<file path="config.mk">
export PLATFORM = sky130hd
export DESIGN_NAME = fcc_ram
export DESIGN_NICKNAME = d
export VERILOG_FILES = /design/src/hdl/footprint_collision_check_unit_assert.svh /design/src/hdl/fcc_ram.sv
export SDC_FILE = /design/constraint.sdc
export NUM_CORES = 1
export LEC_CHECK = 0
export ABC_AREA = 1
export BUFFER_PORTS_ARGS = -buffer_cell sky130_fd_sc_hd__buf_2
export CAP_MARGIN = 20
export CORE_MARGIN = 1
export CORE_UTILIZATION = 55
export CTS_CLUSTER_DIAMETER = 150
export CTS_CLUSTER_SIZE = 24
export DETAILED_ROUTE_END_ITERATION = 12
export PLACE_DENSITY = 0.83
export REMOVE_ABC_BUFFERS = 1
export SYNTH_ARGS = -nofsm -noshare
export SYNTH_HDL_FRONTEND = slang
export SYNTH_SLANG_ARGS = --single-unit
</file>
<file path="constraint.sdc">
create_clock -name clock -period 1.5 [get_ports clock]
set_clock_uncertainty 0.05 [all_clocks]
set_input_delay 0.075 -clock clock [delete_from_list [all_inputs] [get_ports clock]]
set_output_delay 0.075 -clock clock [all_outputs]
set_load 0.005 [all_outputs]
</file>
<file path="src/hdl/footprint_collision_check_unit_assert.svh">
// Assertion macros shared by the collision check modules.
// Both expect ports named clock and reset in the module that uses them.
`ifndef FOOTPRINT_COLLISION_CHECK_UNIT_ASSERT_SVH
`define FOOTPRINT_COLLISION_CHECK_UNIT_ASSERT_SVH

// cond implies check in the same cycle
`define FCC_ASSERT_HOLDS(lbl, cond, check) \
   lbl: assert property (@(posedge clock) disable iff (reset) (cond) |-> (check)) \
      else $error("fcc assertion failed");

// cond implies check in the next cycle
`define FCC_ASSERT_NEXT(lbl, cond, check) \
   lbl: assert property (@(posedge clock) disable iff (reset) (cond) |=> (check)) \
      else $error("fcc assertion failed");

`endif

</file>
<file path="src/hdl/fcc_ram.sv">
`timescale 1ns / 1ps
module fcc_ram #(
   parameter int DEPTH = 16,
   parameter int WIDTH = 8,
   localparam int ADDR_W = (DEPTH > 1) ? $clog2(DEPTH) : 1
) (
   input  logic              clock,
   input  logic              wr_en,
   input  logic [ADDR_W-1:0] addr,
   input  logic [WIDTH-1:0]  wr_data,
   output logic [WIDTH-1:0]  rd_data
);

   logic [WIDTH-1:0] mem_ff [DEPTH];
   logic [WIDTH-1:0] rd_data_ff;

   always_ff @(posedge clock) begin
      if (wr_en) begin
         mem_ff[addr] <= wr_data;
      end
      rd_data_ff <= mem_ff[addr];
   end

   assign rd_data = rd_data_ff;

endmodule

</file>
* Yosys cells after proc, flatten, opt, wreduce, memory -nomap -nowiden
Memory sizes are Yosys's and may differ from the RTL's. A register that Yosys moved wholly into a read port is not among the register bits. Cells that the tools add are included.
Cells by class: reduce and logical (&&, ||, !) cells 0, multiplexer cells 2, order comparisons 0, eq/ne operators 0, div/mod/pow operators 0, add/sub/neg operators 0, multiply operators 0, shifts and indexed selects 0, bitwise operators 0
Operators with widths (number):
- $mux 1 | 2
Storage, ports and cells: word-level logic and storage cells 3, memory bits (writable) 128, ROM bits 0, bits in latches 0, memories kept 1, register bits 0
Memory list:
- mem_ff | depth 16, width 8, rd ports 1, clocked after memory_dff 1, wr ports 1, RTL line fcc_ram.sv:14 | logic [WIDTH-1:0] mem_ff [DEPTH];

* Longest topological paths before layout
depth after elaboration 2, mapped depth 11, depth with buffers taken out 9

* Worst setup path after synthesis
No wires, ideal clock.
path kind input to register, start point input addr[1], end point memory mem_ff[3][0], enable pin, setup slack -2 ps, data required time 1080 ps, stages 4, data arrival time 1082 ps, path buffers 2, library setup time 370 ps, cell sequence buf_2 clkbuf_1 nand3_1 nor2_1
RTL lines:
- start, declared | RTL line fcc_ram.sv:9 | input logic [ADDR_W-1:0] addr,
- end, declared | RTL line fcc_ram.sv:14
No word-level cell before the write port.

* Worst setup path in the final report
start point register rd_data_ff[4], in the netlist rd_data[4] (read register of mem_ff), end point output rd_data[4]
RTL lines:
- start, declared | RTL line fcc_ram.sv:15 | logic [WIDTH-1:0] rd_data_ff;
- end, declared | RTL line fcc_ram.sv:11 | output logic [WIDTH-1:0] rd_data
No word-level cell between the ends.

==> flow_metrics.env <==
export IMPL_hp_class="input pin to flop"
export IMPL_setup_viol=0
export IMPL_setup_tns_ps=0
export IMPL_cts_max_level=4
export IMPL_cp_slowest_cell="dfxtp_1"
export IMPL_fp_dieArea_um2=10600
export IMPL_synth_avg_cell_area_um2=10.2
export IMPL_async_reset_ff_share_pct=0
export IMPL_netlist_instances=548
export IMPL_vias=3947
export IMPL_ys_ff_latch=136
export IMPL_power_density_nw_per_um2=1300
export IMPL_routed_top_layer="met4"
export IMPL_crit_type="flop to output pin"
export IMPL_drv_slew=0
export IMPL_switching_share_pct=22.5
export IMPL_grt_pass1_vias=3788
export IMPL_dp_hpwl_um=7860
export IMPL_die_y_um=103
export IMPL_p_leak_nw=2.85
export IMPL_synth_most_common_cell="nand2_1"
export IMPL_ant_nets=0
export IMPL_rsz0062_at_grt="false"
export IMPL_slew_headroom_pct=73.8
export IMPL_path_max_fanout=1
export IMPL_outcome="completed"
export IMPL_nets=617
export IMPL_wl_met2_um=6050
export IMPL_crit_family="flip-flops"
export IMPL_layout_drive_gt1_share_pct=12.8
export IMPL_die_w_um=103
export IMPL_diodes=0
export IMPL_synthFlopType="edfxtp_1"
export IMPL_cap_viol_max_count=0
export IMPL_grt_pass1_wl_um=19600
export IMPL_intPower_mw=6.65
export IMPL_coreArea_um2=9820
export IMPL_required_ps=1370
export IMPL_overflow=0
export IMPL_ys_top_cells_by_count="nand2_1 (346), edfxtp_1 (128), inv_1 (21), nor2_1 (18), buf_2 (12)"
export IMPL_port_buffers=21
export IMPL_grt_max_degree=33
export IMPL_ctsLongestPathBuffers=2
export IMPL_pwr_share_clk_pct=43.9
export IMPL_dr_wl_met3_um=1130
export IMPL_critPathMaxStageDelay_ps=370
export IMPL_synth_edf_count=128
export IMPL_synth_area_um2=5590
export IMPL_worst_skew_pair_late_latency_ps=530
export IMPL_instances_no_fill=749
export IMPL_dr_first_iter_drc_count=359
export IMPL_path_cells="buf_2"
export IMPL_post_route_period_util_pct=76.8
export IMPL_fin_area_um2=6580
export IMPL_drc=0
export IMPL_drt_wl_total_um=12600
export IMPL_crit_path_end_kind="output pin"
export IMPL_first_pass_iters=5
export IMPL_post_drt_wl_per_cell_um=16.8
export IMPL_startpoint_type="flop"
export IMPL_ys_warnings_count=0
export IMPL_vias_per_cell=5.27
export IMPL_crit_arrival_ps=1030
export IMPL_yosysTopAreaCellShare_pct=68.7
export IMPL_cts_tree="yes"
export IMPL_grt_antenna_before_repair=0
export IMPL_worst_pin_slew_ps=393
export IMPL_fmax_mhz=868
export IMPL_cts_sinks=136
export IMPL_wl_met1_um=5190
export IMPL_area_delta_synth_final_pct=17.6
export IMPL_min_period_ps=1150
export IMPL_p_comb_share_pct=6.2
export IMPL_vdd_ir_drop_worst_v=0.000748
export IMPL_synth_area_leaders="edfxtp_1 (69%), nand2_1 (23%), dfxtp_1 (2.9%), inv_1 (1.4%), nor2_1 (1.2%)"
export IMPL_final_util_pct=67.0
export IMPL_synth_cell_types=11
export IMPL_initial_utilization_pct=57.0
export IMPL_gp_congestion=0.925
export IMPL_placed_cell_area_um2=5960
export IMPL_finalHoldViolations=0
export IMPL_yosysTopAreaCell="edfxtp_1"
export IMPL_nFillCells=751
export IMPL_yosysSeqAreaShare_pct=71.6
export IMPL_dp_cells=709
export IMPL_path_buf_inv=1
export IMPL_switching_power_mw=1.93
export IMPL_clkTransAtPathRegs_ps=60
export IMPL_row_count=36
export IMPL_p_seq_share_pct=49.9
export IMPL_cts_root_buf="clkbuf_8"
export IMPL_numCtsBuffers=17
export IMPL_track_usage_pct=26.3
export IMPL_pin_count=22
-- cell usage in the layout (no fill, tap or decap), types with 7 or more instances in the layout --
cell type      instances
nand2_1              346
edfxtp_1             128
buf_4                 28
inv_1                 21
buf_2                 21
nor2_1                18
clkbuf_16             16
dlygate4sd3_1          8
dfxtp_1                8
clkinvlp_4             7
-- per-stage QoR --
stage / worst slack, ps / hold slack [ps] / power [mW]
2_1_floorplan: -190 / 124 / 4.59
3_3_place_gp: 206 / 408 / 4.86
3_5_place_dp: 191 / 406 / 4.87
4_1_cts: 337 / 25.3 / 8.59
5_1_grt: 315 / 83.6 / 8.83
6_report: 347 / 38.9 / 8.58
-- cells by family (layout without fill, tap and decap cells) --
kind of cell / Yosys count / in the layout / share of synthesized area [%]
buf+inv: 44 / 112 / 3.62
flops: 136 / 136 / 71.6
simple gates: 368 / 368 / 24.8
-- area by class of cell --
type | instances | area [µm²] | area share (%)
Sequential cell | 136 | 4000 | 60.9
Multi-Input combinational cell | 368 | 1390 | 21.1
Timing Repair Buffer | 57 | 395 | 6.01
Clock inverter | 11 | 101 | 1.54
Clock buffer | 21 | 439 | 6.68
Inverter | 23 | 86.3 | 1.31
Tap cell | 133 | 166 | 2.53
-- flip-flops by register name, indices dropped and copies added, names as in the netlist --
name / count
rd_data: 8
mem_ff: 128
-- repair_timing --
item,in CTS,in global routing
buffers inserted,0,0
hold buffers,8,0
resized for setup,0,0
endpoints found under the hold margin,128,0
endpoints found under the setup margin,0,0
-- path summary, 6_finish.rpt --
kind	cells after the start	startpoint	slack, ps	to
setup / recovery	1	rd_data[4]$_DFF_P_	350	rd_data[4]
hold / removal	7	addr[1]	40	rd_data[6]$_DFF_P_
setup reg to reg	8	mem_ff[3][4]$_DFFE_PP_	450	rd_data[4]$_DFF_P_
hold reg to reg	8	mem_ff[12][1]$_DFFE_PP_	660	rd_data[1]$_DFF_P_
-- per-layer routing --
layer / vias to the layer above / global-route usage, %
li1: 1863 / -
met3: 27 / 6.64
met1: 1860 / 35.7
met2: 197 / 41.8
met5: - / 0
met4: 0 / 8.67
-- power by group through the flow --
stage / clock network [mW] / logic [mW] / registers, mW
after floorplan: 0 / 0.243 / 4.35
after global placement: 0 / 0.498 / 4.36
after detailed placement: 0 / 0.510 / 4.36
after CTS: 3.78 / 0.532 / 4.28
after global routing: 3.95 / 0.597 / 4.29
final: 3.77 / 0.532 / 4.28
Note: power is estimated with default switching activity, not from simulation.
