`src/hdl/footprint_collision_check_unit_assert.svh`:
```
// Assertion macros shared by the collision check modules.
// Both expect ports named clock and reset in the module that uses them.
`ifndef FOOTPRINT_COLLISION_CHECK_UNIT_ASSERT_SVH
`define FOOTPRINT_COLLISION_CHECK_UNIT_ASSERT_SVH

// cond implies check in the same cycle
`define FCC_ASSERT_HOLDS(lbl, cond, check) \
   lbl: assert property (@(posedge clock) disable iff (reset) (cond) |-> (check)) \
      else $error("fcc assertion failed");

// cond implies check in the next cycle
`define FCC_ASSERT_NEXT(lbl, cond, check) \
   lbl: assert property (@(posedge clock) disable iff (reset) (cond) |=> (check)) \
      else $error("fcc assertion failed");

`endif

```
`src/hdl/fcc_pkg.sv`:
```
`timescale 1ns / 1ps
package fcc_pkg;

   localparam int SUBCELLS        = 10;
   localparam int HEADING_CLASSES = 72;
   localparam int MAX_FOOTPRINT   = 64;
   localparam int GRID_CELLS      = 65536;
   localparam int FRACTION_BITS   = 8;

   localparam int ENTRIES   = SUBCELLS * SUBCELLS * HEADING_CLASSES;
   localparam int OFF_DEPTH = ENTRIES * MAX_FOOTPRINT;

   // fixed field widths
   localparam int POS_W   = 18;
   localparam int HEAD_W  = 16;
   localparam int TIDX_W  = 13;
   localparam int SLOT_W  = 6;
   localparam int OFS_W   = 6;
   localparam int LENF_W  = 7;
   localparam int CADDR_W = 16;
   localparam int DIM_W   = 11;

   // derived widths
   localparam int CELL_W  = POS_W - FRACTION_BITS;
   localparam int SUB_W   = (SUBCELLS > 1) ? $clog2(SUBCELLS) : 1;
   localparam int HC_W    = (HEADING_CLASSES > 1) ? $clog2(HEADING_CLASSES) : 1;
   localparam int PIDX_W  = (SUBCELLS > 1) ? $clog2(SUBCELLS * SUBCELLS) : 1;
   localparam int IDX_W   = (ENTRIES > 1) ? $clog2(ENTRIES) : 1;
   localparam int OFF_AW  = (OFF_DEPTH > 1) ? $clog2(OFF_DEPTH) : 1;
   localparam int LEN_W   = $clog2(MAX_FOOTPRINT + 1);
   localparam int OCC_AW  = $clog2(GRID_CELLS);
   localparam int CRD_W   = CELL_W + 2;
   localparam int GADDR_W = CRD_W - 1 + DIM_W + 1;

   typedef enum logic [1:0] {
      MODE_WR_OFFSET = 2'd0,
      MODE_WR_LENGTH = 2'd1,
      MODE_WR_CELL   = 2'd2,
      MODE_QUERY     = 2'd3
   } mode_type;

   typedef enum logic [0:0] {
      CSR_MAP_WIDTH  = 1'b0,
      CSR_MAP_HEIGHT = 1'b1
   } csr_index_type;

   typedef enum logic [2:0] {
      ST_IDLE,
      ST_SPLIT,
      ST_SUB,
      ST_IDX,
      ST_LEN_RD,
      ST_LEN_WAIT,
      ST_WALK,
      ST_DONE
   } state_type;

   typedef struct packed {
      logic             start;
      logic [LEN_W-1:0] len;
   } walk_cmd_type;

   typedef struct packed {
      logic done;
      logic collision_free;
      logic left_map;
   } walk_status_type;

endpackage

```
`src/hdl/fcc_walk.sv`:
```
`timescale 1ns / 1ps
`include "footprint_collision_check_unit_assert.svh"
module fcc_walk
   import fcc_pkg::*;
(
   input  logic                  clock,
   input  logic                  reset,
   input  walk_cmd_type          cmd,
   input  logic [IDX_W-1:0]      idx,
   input  logic [CELL_W-1:0]     cx0,
   input  logic [CELL_W-1:0]     cy0,
   input  logic [DIM_W-1:0]      map_width,
   input  logic [DIM_W-1:0]      map_height,
   output logic [OFF_AW-1:0]     off_rd_addr,
   input  logic [2*OFS_W-1:0]    off_rd_data,
   output logic [OCC_AW-1:0]     occ_rd_addr,
   input  logic                  occ_rd_data,
   output walk_status_type       status
);

   logic              active_ff, active_in;
   logic [LEN_W-1:0]  len_ff, len_in;
   logic [LEN_W-1:0]  iss_ff, iss_in;
   logic [OFF_AW-1:0] off_addr_ff, off_addr_in;
   logic              s1_vld_ff, s1_vld_in;
   logic              s2_vld_ff, s2_vld_in;
   logic              s3_vld_ff, s3_vld_in;
   logic              s4_vld_ff, s4_vld_in;
   logic [CRD_W-2:0]  cx_ff, cx_in;
   logic [CRD_W-2:0]  cy_ff, cy_in;
   logic              oob2_ff, oob2_in;
   logic              oob3_ff, oob3_in;
   logic              oob4_ff, oob4_in;
   logic [GADDR_W-1:0] gaddr_ff, gaddr_in;
   logic              done_ff, done_in;
   logic              free_ff, free_in;
   logic              left_ff, left_in;

   logic signed [CRD_W-1:0] cx_s;
   logic signed [CRD_W-1:0] cy_s;
   logic issue;
   logic fault;
   logic drained;

   // stage 1: offset beat back from the table, form the covered cell
   assign cx_s = $signed({2'b00, cx0}) + CRD_W'($signed(off_rd_data[OFS_W-1:0]));
   assign cy_s = $signed({2'b00, cy0}) + CRD_W'($signed(off_rd_data[2*OFS_W-1:OFS_W]));
   assign cx_in = cx_s[CRD_W-2:0];
   assign cy_in = cy_s[CRD_W-2:0];
   assign oob2_in = cx_s[CRD_W-1] | cy_s[CRD_W-1]
                  | (32'(cx_s[CRD_W-2:0]) >= 32'(map_width))
                  | (32'(cy_s[CRD_W-2:0]) >= 32'(map_height));

   // stage 2: grid address
   assign gaddr_in = GADDR_W'(cy_ff) * GADDR_W'(map_width) + GADDR_W'(cx_ff);
   assign oob3_in  = oob2_ff;

   // stage 3: grid read, address past the grid counts as off the map
   assign occ_rd_addr = OCC_AW'(gaddr_ff);
   assign oob4_in     = oob3_ff | (32'(gaddr_ff) >= 32'(GRID_CELLS));

   // stage 4: verdict, taken in list order
   assign fault = s4_vld_ff & (oob4_ff | occ_rd_data);

   assign issue   = active_ff && (iss_ff != len_ff);
   assign drained = active_ff && !issue && !s1_vld_ff && !s2_vld_ff && !s3_vld_ff
                    && !s4_vld_ff;

   always_comb begin
      active_in   = active_ff;
      len_in      = len_ff;
      iss_in      = issue ? iss_ff + LEN_W'(1) : iss_ff;
      off_addr_in = issue ? off_addr_ff + OFF_AW'(1) : off_addr_ff;
      s1_vld_in   = issue;
      s2_vld_in   = s1_vld_ff;
      s3_vld_in   = s2_vld_ff;
      s4_vld_in   = s3_vld_ff;
      done_in     = 1'b0;
      free_in     = free_ff;
      left_in     = left_ff;
      if (cmd.start) begin
         active_in   = 1'b1;
         len_in      = cmd.len;
         iss_in      = '0;
         off_addr_in = OFF_AW'(OFF_AW'(idx) * OFF_AW'(MAX_FOOTPRINT));
         s1_vld_in   = 1'b0;
         s2_vld_in   = 1'b0;
         s3_vld_in   = 1'b0;
         s4_vld_in   = 1'b0;
      end else if (fault) begin
         active_in = 1'b0;
         s1_vld_in = 1'b0;
         s2_vld_in = 1'b0;
         s3_vld_in = 1'b0;
         s4_vld_in = 1'b0;
         done_in   = 1'b1;
         free_in   = 1'b0;
         left_in   = oob4_ff;
      end else if (drained) begin
         active_in = 1'b0;
         done_in   = 1'b1;
         free_in   = 1'b1;
         left_in   = 1'b0;
      end
   end

   always_ff @(posedge clock) begin
      if (reset) begin
         active_ff <= 1'b0;
         s1_vld_ff <= 1'b0;
         s2_vld_ff <= 1'b0;
         s3_vld_ff <= 1'b0;
         s4_vld_ff <= 1'b0;
         done_ff   <= 1'b0;
         iss_ff    <= '0;
         len_ff    <= '0;
      end else begin
         active_ff <= active_in;
         s1_vld_ff <= s1_vld_in;
         s2_vld_ff <= s2_vld_in;
         s3_vld_ff <= s3_vld_in;
         s4_vld_ff <= s4_vld_in;
         done_ff   <= done_in;
         iss_ff    <= iss_in;
         len_ff    <= len_in;
      end
   end

   always_ff @(posedge clock) begin
      off_addr_ff <= off_addr_in;
      cx_ff       <= cx_in;
      cy_ff       <= cy_in;
      oob2_ff     <= oob2_in;
      oob3_ff     <= oob3_in;
      oob4_ff     <= oob4_in;
      gaddr_ff    <= gaddr_in;
      free_ff     <= free_in;
      left_ff     <= left_in;
   end

   assign off_rd_addr           = off_addr_ff;
   assign status.done           = done_ff;
   assign status.collision_free = free_ff;
   assign status.left_map       = left_ff;

   `FCC_ASSERT_HOLDS(walk_iss_within_len, active_ff, iss_ff <= len_ff)
   `FCC_ASSERT_HOLDS(walk_start_when_idle, cmd.start, !active_ff)
   `FCC_ASSERT_HOLDS(walk_done_stops, done_ff, !active_ff && !s1_vld_ff)

endmodule

```
`config.mk`:
```
export PLATFORM = sky130hd
export DESIGN_NAME = fcc_walk
export DESIGN_NICKNAME = d
export VERILOG_FILES = /design/src/hdl/fcc_pkg.sv /design/src/hdl/fcc_walk.sv
export VERILOG_INCLUDE_DIRS = /design/src /design/src/hdl
export SDC_FILE = /design/constraint.sdc
export NUM_CORES = 1
export LEC_CHECK = 0
export BUFFER_PORTS_ARGS = -buffer_cell sky130_fd_sc_hd__buf_2
export CAP_MARGIN = 20
export CORE_MARGIN = 3
export CORE_UTILIZATION = 55
export CTS_BUF_LIST = sky130_fd_sc_hd__clkbuf_2 sky130_fd_sc_hd__clkbuf_4 sky130_fd_sc_hd__clkbuf_8
export CTS_CLUSTER_DIAMETER = 50
export DETAILED_ROUTE_END_ITERATION = 10
export PLACE_DENSITY = 0.82
export RECOVER_POWER = 50
export SKIP_CTS_REPAIR_TIMING = 1
export SLEW_MARGIN = 10
export SYNTH_ARGS = -nofsm -noshare
export SYNTH_HDL_FRONTEND = slang
export SYNTH_SLANG_ARGS = --single-unit
```
`constraint.sdc`:
```
create_clock -name clock -period 9.32 [get_ports clock]
set_input_delay 1.864 -clock clock [delete_from_list [all_inputs] [get_ports clock]]
set_output_delay 1.864 -clock clock [all_outputs]
set_load 0.005 [all_outputs]
```
# After elaboration in Yosys (flattened, before gate mapping)
# Cells that the tools add are included.
# op_classes
addsub,5
mul,1
n_lt_le_gt_ge,3
eq_ne,1
muxes,9
n_bitwise,7
reduce_logical,17
# op_table
op,n
19-bit two-way mux,2
11-bit by 6-bit adder with 12-bit output,2
22-bit by 11-bit adder with 23-bit output,1
23-bit by 17-bit >= comparator with 1-bit output (second input constant),1
11-bit >= comparator,2
11-bit by 11-bit multiplier with 22-bit output,1
19-bit by 1-bit adder with 19-bit output (second input constant),1
7-bit by 1-bit adder with 7-bit output (second input constant),1
1-bit two-way mux,7
7-bit != test,1
1-bit logical AND,6
1-bit zero test,5
1-bit OR,5
2-bit nonzero test,2
3-bit nonzero test,1
3-bit OR reduction,1
2-bit AND reduction,1
2-bit OR reduction,1
1-bit bitwise AND,1
1-bit NOT,1
# word_totals
reg_bits,89
inputBits,78
output_inout_bits,38
elab_cells,61

# Longest topological paths before layout
# logic_depth
ltp_word,11
depth_mapped,20
mapped_depth_nobuf,19

# Worst setup path after synthesis
# No wires, ideal clock.
# synth_path
path_type,input port to flip-flop
start,input map_width[10]
end,register gaddr_ff[21]
setup_time_ns,0.120
arrival_time_ns,6.629
t_required_ns,9.200
setup_slack_ns,2.571
path_stages,17
n_path_buf,1
path_cell_list,clkbuf_1 -> nand2_1 -> fa_1 -> fa_1 -> inv_1 -> fa_1 -> fa_1 -> inv_1 -> fa_1 -> inv_1 -> ha_1 -> a21o_1 -> a2111oi_0 -> o21ai_1 -> a311oi_1 -> o21ai_0 -> xnor2_1
# synth_via
elab_chain_len,2
# synth_lines
element,line,source
start: declaration,fcc_walk.sv:12,"input logic [DIM_W-1:0] map_width,"
11-bit by 11-bit multiplier with 22-bit output,fcc_walk.sv:55,assign gaddr_in = GADDR_W'(cy_ff) * GADDR_W'(map_width) + GADDR_W'(cx_ff);
22-bit by 11-bit adder with 23-bit output,fcc_walk.sv:55,
via gaddr_in[21],fcc_walk.sv:34,"logic [GADDR_W-1:0] gaddr_ff, gaddr_in;"
end signal: assignment,fcc_walk.sv:136,gaddr_ff <= gaddr_in;
end: declaration,fcc_walk.sv:34,
# The timed path passes the listed nets, and every way through them passes these cells.
# A chain may end at the register's enable or synchronous reset.

# Final worst setup path
# Ends and elaborated chain as after synthesis.

==> results.py <==
metrics = {
    "run_status": {
        "status": "finished, violations left",
        "violations": "capacitance limit, slew limit",
    },
    "synth": {
        "avgSynthCellArea_um2": 9.11,
        "yosys.area_share.simple_pct": 15.1,
        "synthDistinctLibCells": 47,
        "synth-compound-area-share_pct": 8.53,
        "ys_seq_area_share_pct": 22.0,
        "synthesis.area_um2": 8790,
        "ys_ff_latch": 89,
        "ys_top_cells_by_area": "fa_1, dfxtp_1, ha_1",
        "synth_top_area_share_pct": 21.4,
        "async_reset_ff_share_pct": 0,
        "netlist_instances": 965,
        "synth_most_common_cell": "inv_1",
        "yosys-top-cells-count": "inv_1, ha_1, nand2_1, fa_1, dfxtp_1",
        "synth_fa_ha_area_share_pct": 36.9,
        "synth_edf_count": 15,
        "synthesis.nets": 1246,
        "synth_xor_area_share_pct": 6.58,
        "synth_top_family_by_area": "adder cells",
        "synth.mux.area_fraction_pct": 0.797,
        "synth-main-ff-cell": "dfxtp_1",
        "yosysWarningCount": 0,
        "synth_largest_area_cell": "fa_1",
    },
    "route": {
        "ant_nets": 0,
        "route.vias.total": 6510,
        "drt-initial-drc-count": 369,
        "wl_per_cell_um": 13.3,
        "drc_errors": 0,
        "routed_via_density": 5.18,
        "wirelength_mm": 16.7,
        "dr.pass1.iters": 5,
    },
    "clock_network": {
        "cts_tree": "yes",
        "cts_sinks": 89,
        "clkSlewWorstSetupHoldPaths_ps": 90,
        "root_buffer": "clkbuf_8",
        "clockBufferDepth": 2,
        "htreeDepth": 3,
        "clk_latency_ps": 390,
        "cts_made_buffers": 9,
    },
    "critical_path": {
        "worst_ep_arrival_time_ps": 7080,
        "path_cells": "buf_2 > nand2_1 > fa_1 > fa_1 > inv_1 > fa_1 > fa_1 > inv_1 > fa_1 > inv_1 > ha_1 > a21o_1 > a2111oi_0 > o21ai_1 > a311oi_1 > o21ai_0 > xnor2_1",
        "critPathLaunchType": "input port",
        "critPathSlowestCell": "fa_1",
        "required_ps": 9590,
        "crit_start": "map_width[10]",
        "crit_top_cell": "fa_1",
        "r2r_start": "cy_ff[0]$_DFF_P_",
        "reg2reg_slack_ps": 3550,
        "cp_max_fo": 12,
        "cp_top_family": "adder cells",
        "critPathBufInv": 4,
        "crit_path_max_incr_delay_ps": 550,
        "path_class": "in2reg",
        "end_kind": "register",
    },
    "sta": {
        "fin_setup_tns_ps": 0,
        "max-slew-margin-rel_pct": -9.58,
        "max_slew.worst_pin.slew_ps": 1640,
        "rsz0062_at_grt": "false",
        "layout_min_cycle_time_ps": 6810,
        "drv_slew": 37,
        "hold_viol": 0,
        "layout_setup_ws_ps": 2510,
        "setup_viol": 0,
        "period_share_pct": 73.1,
        "clock_skew_ps": 18.1,
        "timing.fmax_ghz": 0.147,
    },
    "grt": {
        "grt_overflow": 0,
        "first_global_vias": 6540,
        "antenna_found_initial": 0,
        "grt_pass1_wl_mm": 29.2,
        "grt_max_degree": 37,
        "track_usage_pct": 19.8,
    },
    "floorplanning": {
        "io_pins": 116,
        "die_y_um": 132,
        "coreArea_um2": 15400,
        "die_x_um": 132,
        "die-area_um2": 17500,
        "num_rows": 45,
        "initial_core_util_pct": 57.0,
    },
    "cells_and_area": {
        "syn_to_final_growth_pct": 8.54,
        "seq_area_um2": 1930,
        "fin_nets": 1321,
        "fill_cells": 1339,
        "layout-drive-gt1-share_pct": 11.4,
        "multi_input_area_um2": 5970,
        "n_antenna_cell": 0,
    },
    "power_and_ir_drop": {
        "p_comb_share_pct": 78.2,
        "power.switching_uw": 1890,
        "p_seq_share_pct": 15.1,
        "peakVddDrop_uv": 258,
        "pwr-share-clk_pct": 6.7,
        "power.internal_uw": 2000,
        "powerDensity_nw_per_um2": 407,
        "swShare_pct": 48.6,
        "p_leak_uw": 0.00487,
    },
    "worst_hold_path": {
        "hold_path.class": "reg2reg",
        "hp-start": "oob2_ff$_DFF_P_",
    },
    "placement": {
        "hpwl_mm": 13.8,
        "numPortBuffers": 115,
        "routabilityCongestion": 0.875,
        "pre_cts_ws_ps": 2070,
    },
    "job": {
        "maxCapViolCount": 1,
    },
}
## through the flow
stage / hold WS (ps) / total power, µW / std cells / util, % / area (µm²)
global route: 409 / 4450 / 1256 / 61.8 / 9540
global placement: 372 / 3550 / 1240 / 60.7 / 9360
detailed placement: 373 / 3650 / 1240 / 60.7 / 9360
CTS: 394 / 3940 / 1256 / 62.0 / 9560
floorplan: 310 / 3080 / 965 / - / 8790
finish: 397 / 3880 / 1256 / 61.8 / 9540
## sequential cells by signal, indices dropped and copies added (netlist names), 7 cells and up
name / cells
cy_ff: 11
len_ff: 7
gaddr_ff: 23
cx_ff: 11
iss_ff: 7
off_rd_addr: 19
## path summary, 6_finish.rpt
check                              end  cells past startpoint
setup / recovery  gaddr_ff[21]$_DFF_P_                     17
hold / removal         oob3_ff$_DFF_P_                      0
setup reg to reg  gaddr_ff[21]$_DFF_P_                     16
hold reg to reg        oob3_ff$_DFF_P_                      0
## layer usage
layer / wire length (µm) / vias up / GRT usage, %
li1: - / 3229 / -
met1: 7360 / 3026 / 25.5
met2: 7910 / 233 / 33.7
met3: 1210 / 22 / 4.35
met4: 272 / 0 / 5.83
met5: 0 / - / 0
## power groups by stage
stage                     Sequential (µW)  Clock (µW)  Combinational, µW
after floorplan                       560           0               2520
after CTS                             583         271               3090
after detailed placement              592           0               3060
after global routing                  594         286               3570
final                                 585         260               3040
after global placement                590           0               2960
## final cells by class
class                      instances  area share [%]
timing repair buffer             115            5.81
sequential                        89            20.3
clock inverter                     6           0.603
multi-input combinational        660            62.6
clock buffer                      10            1.44
tap                              211            2.77
inverter                         165            6.49
## kinds of logic after synthesis
logic type               after synthesis
adder cells (fa/ha/maj)              203
multiplexers                           7
flip-flops                            89
AO/OA/AOI/OAI                        113
buffers and inverters                216
XOR/XNOR                              66
AND/OR/NAND/NOR                      271
## worst reg2reg max path, cell delays in order, from the launching register on
cell	delay (ps)
dfxtp_1	600
nand2_1	150
fa_1	540
fa_1	550
inv_1	60
fa_1	510
fa_1	540
inv_1	60
fa_1	540
inv_1	40
ha_1	360
a21o_1	180
a2111oi_0	420
o21ai_1	220
a311oi_1	540
o21ai_0	210
xnor2_1	150
## placed cells by master (no fill, tap or decap), drive strengths merged, types with 9 or more instances in the layout
| master | count |
|---|---|
| buf | 98 |
| a22o | 9 |
| a21o | 11 |
| fa | 94 |
| nor2b | 10 |
| inv | 169 |
| clkbuf | 27 |
| nand3 | 16 |
| nor2 | 38 |
| and2 | 52 |
| xnor2 | 39 |
| o21ai | 19 |
| xor2 | 27 |
| nand2 | 103 |
| a21oi | 35 |
| nand4 | 10 |
| ha | 109 |
| and3 | 17 |
| dfxtp | 74 |
| edfxtp | 15 |
No activity file was read; power rests on OpenSTA's default activity.
